$ cat src/hdl/fcal_pkg.sv
package fcal_pkg;

    localparam int DEPTH_DEFAULT     = 16;
    localparam int WORD_BITS_DEFAULT = 32;
    localparam int CFG_W             = 5;
    localparam logic [CFG_W-1:0] CAP_RESET = 5'd16;

    typedef enum logic [2:0] {
        FN_APPEND     = 3'd0,
        FN_PREPEND    = 3'd1,
        FN_DROP_LAST  = 3'd2,
        FN_DROP_FIRST = 3'd3,
        FN_REMOVE_AT  = 3'd4,
        FN_READ_AT    = 3'd5,
        FN_CLEAR      = 3'd6
    } func_t;

    typedef enum logic [1:0] {
        ST_OK    = 2'd0,
        ST_FULL  = 2'd1,
        ST_EMPTY = 2'd2,
        ST_RANGE = 2'd3
    } status_t;

    typedef enum logic [1:0] {
        OP_HOLD       = 2'd0,
        OP_LOAD       = 2'd1,
        OP_FROM_LEFT  = 2'd2,
        OP_FROM_RIGHT = 2'd3
    } cell_op_t;

endpackage

$ cat src/hdl/fcal_if.sv
interface fcal_req_if #(
    parameter int WORD_BITS = 32,
    parameter int POS_W     = 4
) ();
    logic                 valid;
    logic                 ready;
    logic [2:0]           func;
    logic [WORD_BITS-1:0] element_value;
    logic [POS_W-1:0]     position;

    modport source (output valid, output func, output element_value, output position,
                    input ready);
    modport sink   (input valid, input func, input element_value, input position,
                    output ready);
endinterface

interface fcal_rsp_if #(
    parameter int WORD_BITS = 32,
    parameter int CNT_W     = 5
) ();
    logic                 valid;
    logic                 ready;
    logic [1:0]           status;
    logic [WORD_BITS-1:0] read_value;
    logic [CNT_W-1:0]     length_after;

    modport source (output valid, output status, output read_value, output length_after,
                    input ready);
    modport sink   (input valid, input status, input read_value, input length_after,
                    output ready);
endinterface

interface fcal_cfg_if ();
    logic       valid;
    logic       ready;
    logic [4:0] data;

    modport source (output valid, output data, input ready);
    modport sink   (input valid, input data, output ready);
endinterface

$ cat src/hdl/fcal_cell.sv
module fcal_cell #(
    parameter int WORD_BITS = fcal_pkg::WORD_BITS_DEFAULT
) (
    input  logic                 clk,
    input  fcal_pkg::cell_op_t   op,
    input  logic [WORD_BITS-1:0] load_word,
    input  logic [WORD_BITS-1:0] left_word,
    input  logic [WORD_BITS-1:0] right_word,
    output logic [WORD_BITS-1:0] word
);
    import fcal_pkg::*;

    logic [WORD_BITS-1:0] word_reg;
    logic [WORD_BITS-1:0] word_next;

    always_comb
    begin
        unique case (op)
            OP_LOAD:       word_next = load_word;
            OP_FROM_LEFT:  word_next = left_word;
            OP_FROM_RIGHT: word_next = right_word;
            default:       word_next = word_reg;
        endcase
    end

    always_ff @(posedge clk)
    begin
        word_reg <= word_next;
    end

    assign word = word_reg;

endmodule

$ cat src/hdl/fixed_capacity_array_list_top.sv
// Bounded ordered list of up to DEPTH words, held in a row of word cells that
// all shift into their neighbours together. Each request gives exactly one
// response; a request is taken in the cycle it is offered whenever the response
// register is empty or being emptied, so while responses are taken the block
// handles one request per cycle, each answered on the cycle after acceptance.
// The limit register may only be written while no request is outstanding.
module fixed_capacity_array_list_top #(
    parameter int DEPTH     = fcal_pkg::DEPTH_DEFAULT,
    parameter int WORD_BITS = fcal_pkg::WORD_BITS_DEFAULT
) (
    input logic        clk,
    input logic        rst_n,
    fcal_req_if.sink   req,
    fcal_rsp_if.source rsp,
    fcal_cfg_if.sink   cfg
);
    import fcal_pkg::*;

    localparam int CNT_W = $clog2(DEPTH + 1);
    localparam int CMP_W = (CNT_W > CFG_W) ? CNT_W : CFG_W;

    logic [CNT_W-1:0]     count_reg, count_next;
    logic [CFG_W-1:0]     cap_reg;
    logic                 rsp_valid_reg, rsp_valid_next;
    status_t              status_reg, status_next;
    logic [WORD_BITS-1:0] rdata_reg, rdata_next;
    logic [CNT_W-1:0]     len_reg;

    logic [WORD_BITS-1:0] entry [DEPTH];
    cell_op_t             cmd [DEPTH];

    logic             accept;
    logic             full, empty, range_bad;
    logic [CMP_W-1:0] count_x, cap_x, pos_x;

    assign accept    = req.valid && req.ready;
    assign req.ready = !rsp_valid_reg || rsp.ready;
    assign cfg.ready = 1'b1;

    assign count_x   = CMP_W'(count_reg);
    assign cap_x     = CMP_W'(cap_reg);
    assign pos_x     = CMP_W'(req.position);
    assign full      = (count_x >= cap_x) || (count_reg == CNT_W'(DEPTH));
    assign empty     = (count_reg == '0);
    assign range_bad = (pos_x >= count_x);

    always_comb
    begin
        status_next = ST_OK;
        rdata_next  = '0;
        count_next  = count_reg;
        for (int k = 0; k < DEPTH; k++)
        begin
            cmd[k] = OP_HOLD;
        end
        unique case (req.func)
            FN_APPEND:
            begin
                if (full)
                begin
                    status_next = ST_FULL;
                end
                else
                begin
                    for (int k = 0; k < DEPTH; k++)
                    begin
                        if (count_reg == CNT_W'(k))
                        begin
                            cmd[k] = OP_LOAD;
                        end
                    end
                    count_next = count_reg + CNT_W'(1);
                end
            end
            FN_PREPEND:
            begin
                if (full)
                begin
                    status_next = ST_FULL;
                end
                else
                begin
                    for (int k = 0; k < DEPTH; k++)
                    begin
                        cmd[k] = OP_FROM_LEFT;
                    end
                    count_next = count_reg + CNT_W'(1);
                end
            end
            FN_DROP_LAST:
            begin
                if (empty)
                begin
                    status_next = ST_EMPTY;
                end
                else
                begin
                    count_next = count_reg - CNT_W'(1);
                end
            end
            FN_DROP_FIRST:
            begin
                if (empty)
                begin
                    status_next = ST_EMPTY;
                end
                else
                begin
                    for (int k = 0; k < DEPTH; k++)
                    begin
                        cmd[k] = OP_FROM_RIGHT;
                    end
                    count_next = count_reg - CNT_W'(1);
                end
            end
            FN_REMOVE_AT:
            begin
                if (range_bad)
                begin
                    status_next = ST_RANGE;
                end
                else
                begin
                    for (int k = 0; k < DEPTH; k++)
                    begin
                        if (CMP_W'(k) >= pos_x)
                        begin
                            cmd[k] = OP_FROM_RIGHT;
                        end
                    end
                    count_next = count_reg - CNT_W'(1);
                end
            end
            FN_READ_AT:
            begin
                if (range_bad)
                begin
                    status_next = ST_RANGE;
                end
                else
                begin
                    rdata_next = entry[req.position];
                end
            end
            FN_CLEAR:
            begin
                count_next = '0;
            end
            default:
            begin
            end
        endcase
    end

    for (genvar g = 0; g < DEPTH; g++)
    begin : g_cell
        logic [WORD_BITS-1:0] left_word;
        logic [WORD_BITS-1:0] right_word;

        if (g == 0)
        begin : g_first
            assign left_word = req.element_value;
        end
        else
        begin : g_mid_l
            assign left_word = entry[g-1];
        end

        if (g == DEPTH - 1)
        begin : g_last
            assign right_word = entry[g];
        end
        else
        begin : g_mid_r
            assign right_word = entry[g+1];
        end

        fcal_cell #(
            .WORD_BITS (WORD_BITS)
        ) u_cell (
            .clk        (clk),
            .op         (accept ? cmd[g] : OP_HOLD),
            .load_word  (req.element_value),
            .left_word  (left_word),
            .right_word (right_word),
            .word       (entry[g])
        );
    end

    assign rsp_valid_next = accept ? 1'b1 : (rsp.ready ? 1'b0 : rsp_valid_reg);

    always_ff @(posedge clk or negedge rst_n)
    begin
        if (!rst_n)
        begin
            count_reg     <= '0;
            cap_reg       <= CAP_RESET;
            rsp_valid_reg <= 1'b0;
        end
        else
        begin
            rsp_valid_reg <= rsp_valid_next;
            if (accept)
            begin
                count_reg <= count_next;
            end
            if (cfg.valid && cfg.ready)
            begin
                cap_reg <= cfg.data;
            end
        end
    end

    always_ff @(posedge clk)
    begin
        if (accept)
        begin
            status_reg <= status_next;
            rdata_reg  <= rdata_next;
            len_reg    <= count_next;
        end
    end

    assign rsp.valid        = rsp_valid_reg;
    assign rsp.status       = status_reg;
    assign rsp.read_value   = rdata_reg;
    assign rsp.length_after = len_reg;

    a_count_bound: assert property (@(posedge clk) disable iff (!rst_n)
        count_reg <= CNT_W'(DEPTH))
        else $error("Entry count exceeds the depth.");

    a_rsp_follows: assert property (@(posedge clk) disable iff (!rst_n)
        accept |=> rsp.valid && (rsp.length_after == count_reg))
        else $error("Accepted request gave no matching response.");

    a_clear_empties: assert property (@(posedge clk) disable iff (!rst_n)
        accept && (req.func == FN_CLEAR) |=> (count_reg == '0))
        else $error("Clear did not empty the list.");

    a_fail_no_data: assert property (@(posedge clk) disable iff (!rst_n)
        rsp.valid && (rsp.status != ST_OK) |-> (rsp.read_value == '0))
        else $error("Failed request returned read data.");

endmodule

$ cat src/flat_wrapper.sv
// flat-port wrapper written by rule: the top's interface ports become plain ports
module fixed_capacity_array_list_top_flat import fcal_pkg::*;
#(
    parameter int DEPTH     = fcal_pkg::DEPTH_DEFAULT,
    parameter int WORD_BITS = fcal_pkg::WORD_BITS_DEFAULT
)
  (clk, rst_n, req_valid, req_func, req_element_value, req_position, req_ready, rsp_valid, rsp_status, rsp_read_value, rsp_length_after, rsp_ready, cfg_valid, cfg_data, cfg_ready);
  fcal_req_if #(.WORD_BITS(WORD_BITS), .POS_W(4)) req_i ();
  fcal_rsp_if #(.WORD_BITS(WORD_BITS), .CNT_W(5)) rsp_i ();
  fcal_cfg_if cfg_i ();
  input logic clk;
  input logic rst_n;
  input wire logic [$bits(req_i.valid)-1:0] req_valid;
  input wire logic [$bits(req_i.func)-1:0] req_func;
  input wire logic [$bits(req_i.element_value)-1:0] req_element_value;
  input wire logic [$bits(req_i.position)-1:0] req_position;
  output wire logic [$bits(req_i.ready)-1:0] req_ready;
  output wire logic [$bits(rsp_i.valid)-1:0] rsp_valid;
  output wire logic [$bits(rsp_i.status)-1:0] rsp_status;
  output wire logic [$bits(rsp_i.read_value)-1:0] rsp_read_value;
  output wire logic [$bits(rsp_i.length_after)-1:0] rsp_length_after;
  input wire logic [$bits(rsp_i.ready)-1:0] rsp_ready;
  input wire logic [$bits(cfg_i.valid)-1:0] cfg_valid;
  input wire logic [$bits(cfg_i.data)-1:0] cfg_data;
  output wire logic [$bits(cfg_i.ready)-1:0] cfg_ready;
  assign req_i.valid = req_valid;
  assign req_i.func = req_func;
  assign req_i.element_value = req_element_value;
  assign req_i.position = req_position;
  assign req_ready = req_i.ready;
  assign rsp_valid = rsp_i.valid;
  assign rsp_status = rsp_i.status;
  assign rsp_read_value = rsp_i.read_value;
  assign rsp_length_after = rsp_i.length_after;
  assign rsp_i.ready = rsp_ready;
  assign cfg_i.valid = cfg_valid;
  assign cfg_i.data = cfg_data;
  assign cfg_ready = cfg_i.ready;
  fixed_capacity_array_list_top #(.DEPTH(DEPTH), .WORD_BITS(WORD_BITS)) u_core (.clk(clk), .rst_n(rst_n), .req(req_i), .rsp(rsp_i), .cfg(cfg_i));
endmodule
$ cat config.mk
export PLATFORM = sky130hd
export DESIGN_NAME = fixed_capacity_array_list_top_flat
export DESIGN_NICKNAME = d
export VERILOG_FILES = /design/src/hdl/fcal_pkg.sv /design/src/hdl/fcal_if.sv /design/src/hdl/fcal_cell.sv /design/src/hdl/fixed_capacity_array_list_top.sv /design/src/flat_wrapper.sv
export SDC_FILE = /design/constraint.sdc
export NUM_CORES = 1
export LEC_CHECK = 0
export BUFFER_PORTS_ARGS = -buffer_cell sky130_fd_sc_hd__buf_4
export CAP_MARGIN = 20
export CORE_MARGIN = 1.5
export CORE_UTILIZATION = 65
export CTS_CLUSTER_DIAMETER = 200
export CTS_CLUSTER_SIZE = 16
export DETAILED_ROUTE_END_ITERATION = 10
export HOLD_SLACK_MARGIN = 0.06
export PLACE_DENSITY = 0.83
export SLEW_MARGIN = 10
export SYNTH_ARGS = -nofsm -noshare
export SYNTH_HDL_FRONTEND = slang
export SYNTH_SLANG_ARGS = --single-unit
$ cat constraint.sdc
create_clock -name clk -period 12.3 [get_ports clk]
set_input_delay 1.23 -clock clk [delete_from_list [all_inputs] [get_ports clk]]
set_output_delay 1.23 -clock clk [all_outputs]
set_load 0.01 [all_outputs]
==> results.py <==
metrics = {
    "clock_tree": {
        "path_clk_slew_ps": 80,
        "cts_root_buffer": "clkbuf_16",
        "postCtsSetupBuffers": 0,
        "clk-insertion-delay-late_ps": 610,
        "cts_sinks": 562,
        "cts_buffer_depth": 3,
        "ctsHoldBuffers": 0,
        "cts-buffers-inserted": 41,
        "cts_max_level": 2,
        "post_cts_resized": 0,
        "cts_tree": "done",
    },
    "timing": {
        "finalWorstSetupSlack_ps": 7108,
        "hold_viol": 0,
        "min_period_ps": 5192,
        "worstMarginPinSlew_ps": 1183,
        "min_period_over_period": 0.4221,
        "setup_violations": 0,
        "fmax_mhz": 192.6,
        "maxSlewViolCount": 0,
        "fin_skew_ps": 31.41,
        "relSlewSlack": 0.2117,
        "rsz0062_at_grt": "no",
        "tns_ps": 0,
    },
    "global_route": {
        "grt_pass1_wl_mm": 142.0,
        "grt_start_max_net_pins": 108,
        "antenna_found_initial": 0,
        "grt_pass1_vias": 23200,
        "grtUsageTotal": 0.3803,
        "grt-ovfl-total": 0,
    },
    "die": {
        "die_height_um": 221.5,
        "core_area_mm2": 0.04685,
        "rows": 79,
        "num_io_pins": 91,
        "die_w_um": 221.5,
        "dieArea_mm2": 0.04904,
        "start_util": 0.6621,
    },
    "yosys": {
        "synthAdderAreaFrac": 0.006454,
        "syn_inst": 2343,
        "synthTopCellsByArea": "edfxtp_1 (53%), mux4_2 (12%), a22oi_1 (6.5%)",
        "yosysWarnings": 0,
        "synth_edf_count": 551,
        "ys_types": 75,
        "synth_top_family_by_area": "compound AO/OA/AOI/OAI gates",
        "avgSynthCellArea_um2": 13.24,
        "yosysSeqAreaShare": 0.5423,
        "yosys.area.top_type_share": 0.5334,
        "synth.most_common_cell": "edfxtp_1",
        "syn-num-nets": 2408,
        "synth_compound_area_frac": 0.2076,
        "synthXorXnorAreaFrac": 0.0002823,
        "synthFlopType": "edfxtp_1",
        "synthArstFlopShare": 0.01957,
        "netlist_top_cells_count": "edfxtp_1 (551), a22oi_1 (269), nand2_1 (203)",
        "synth_area_mm2": 0.03102,
        "ys_ff_latch": 562,
        "yosys.area_share.simple": 0.06567,
        "synthMuxAreaShare": 0.1375,
        "yosys.area.top_type": "edfxtp_1",
    },
    "critical_path": {
        "cpMaxStageDelayCell": "o21a_4",
        "cp_max_fo": 51,
        "end_kind": "flop",
        "crit_path_max_incr_delay_ps": 740,
        "crit_chain": "ha_1 -> a21oi_1 -> and4b_1 -> o21a_4 -> nand2_4 -> buf_4 -> and2_2 -> o21ai_4 -> buf_4",
        "timing.critical_path.mode_cell": "buf_4",
        "cp-start-kind": "flop",
        "crit_type": "flop to flop",
        "worst-path-buf-inv": 2,
        "critPathRequiredTime_ps": 12520,
        "cpLargestDelayFamily": "simple AND/OR/NAND/NOR gates",
        "cp_data_arrival_time_ps": 5410,
    },
    "cells_and_area": {
        "n_antenna_cell": 0,
        "drive_gt1_frac": 0.2007,
        "multi_input_area_mm2": 0.01335,
        "regArea_mm2": 0.01682,
        "utilization": 0.7109,
        "area_growth_syn_to_layout_pct": 7.373,
        "finalNonFillerCells": 2884,
        "layout.nets": 2335,
        "largest_register_ffs": 512,
        "fill_cells": 3084,
    },
    "power_and_ir_drop": {
        "clockPowerShare": 0.285,
        "combPwrFrac": 0.197,
        "ir_drop_v": 0.0001029,
        "power.internal_uw": 3211,
        "p_per_area_mw_per_mm2": 135.8,
        "leakagePower_uw": 0.01097,
        "swShare": 0.2899,
        "power.share.sequential": 0.518,
        "p_switching_uw": 1311,
    },
    "drt": {
        "ant_nets": 0,
        "dr.pass1.iters": 6,
        "drtIter0Drc": 4564,
        "wl_per_cell_um": 32.62,
        "drt-total-wl_mm": 94.09,
        "drc": 0,
        "avgViaCountPerCell": 8.171,
        "routed-via-count": 23570,
    },
    "place": {
        "dp_cells": 2830,
        "port_buffers": 89,
        "dpl.hpwl_mm": 54.13,
        "gp_congestion": 0.9065,
        "post-place-ws_ps": 6820,
    },
    "flow_run": {
        "max-cap-violations": 0,
    },
    "min_path": {
        "worstHoldPathType": "input pin to async pin",
    },
    "status": {
        "status": "finished clean",
    },
}
-- worst register-to-register path, delay by kind of cell (launching register included) --
kind	cells	cell delay, ps
buffers and inverters	2	1040
adders and majority gates	1	340
AOI/OAI and AO/OA	3	1300
and+or+nand+nor	3	1430
DFF	1	660
-- per-stage QoR --
stage               total power, µW  hold slack [ps]  instance area, µm²
global route                   4633            470.0               33310
finish                         4522            457.9               33310
global placement               3203            518.3               32070
floorplan                      2934            479.9               31020
detailed placement             3237            526.7               32110
CTS                            4486            450.7               33220
-- path summary, 6_finish.rpt --
path / from / end / slack, ps / depth (start not counted)
max in group asynchronous: rst_n / u_core.cap_reg[4] / 11610 / 1
worst max-delay path: u_core.count_reg[3] / u_core.g_cell[11].u_cell.word[29] / 7110 / 9
min in group clk: u_core.cap_reg[4] / u_core.cap_reg[4] / 530 / 2
worst min-delay path: rst_n / u_core.count_reg[2] / 460 / 1
worst max register to register: u_core.count_reg[3] / u_core.g_cell[11].u_cell.word[29] / 7110 / 9
worst min register to register: u_core.cap_reg[4] / u_core.cap_reg[4] / 530 / 2
-- metal layers --
| metal | GRT usage | wire length, µm |
|---|---|---|
| met5 | 0 | 0 |
| met4 | 0.1688 | 3775 |
| met3 | 0.08100 | 12530 |
| met2 | 0.6006 | 44420 |
| met1 | 0.5144 | 33360 |
-- cell type report --
type	count	area share
tap	607	0.02280
sequential	562	0.5051
timing repair buffer	142	0.03486
clock buffer	48	0.03223
multi-input combinational	1493	0.4007
inverter	30	0.003381
clock inverter	2	0.0009767
-- cells by family after synthesis --
family | after synthesis
buf+inv | 288
xor+xnor | 1
mux | 219
flops | 562
simple gates | 424
fa+ha+maj | 16
compound gates | 832
other cells | 1
-- power groups by stage --
stage          sequential (µW)  combinational [µW]  clock, µW
2_1_floorplan             2350                 582          0
3_3_place_gp              2370                 830          0
3_5_place_dp              2380                 858          0
4_1_cts                   2340                 862       1290
5_1_grt                   2350                 937       1340
6_report                  2340                 890       1290
-- layout by cell type (no fill, tap or decap), types with 10 or more instances in the layout --
| cell type | netlist | layout |
|---|---|---|
| nand2_1 | 203 | 202 |
| a221o_1 | 106 | 106 |
| clkbuf_16 | 0 | 42 |
| o21ai_0 | 113 | 111 |
| nand3_1 | 36 | 36 |
| o2bb2ai_1 | 93 | 93 |
| a22oi_1 | 269 | 269 |
| a22o_1 | 81 | 81 |
| mux4_2 | 160 | 160 |
| dfrtp_1 | 10 | 10 |
| edfxtp_1 | 551 | 551 |
| a21o_1 | 53 | 53 |
| buf_4 | 10 | 134 |
| nor2b_1 | 96 | 96 |
| ha_1 | 16 | 15 |
| nor3_1 | 26 | 26 |
| a21oi_1 | 26 | 21 |
| o22ai_1 | 17 | 17 |
| mux2_2 | 49 | 49 |
| inv_1 | 29 | 28 |
| nor2_1 | 29 | 28 |
Note: power is estimated with default switching activity, not from simulation.
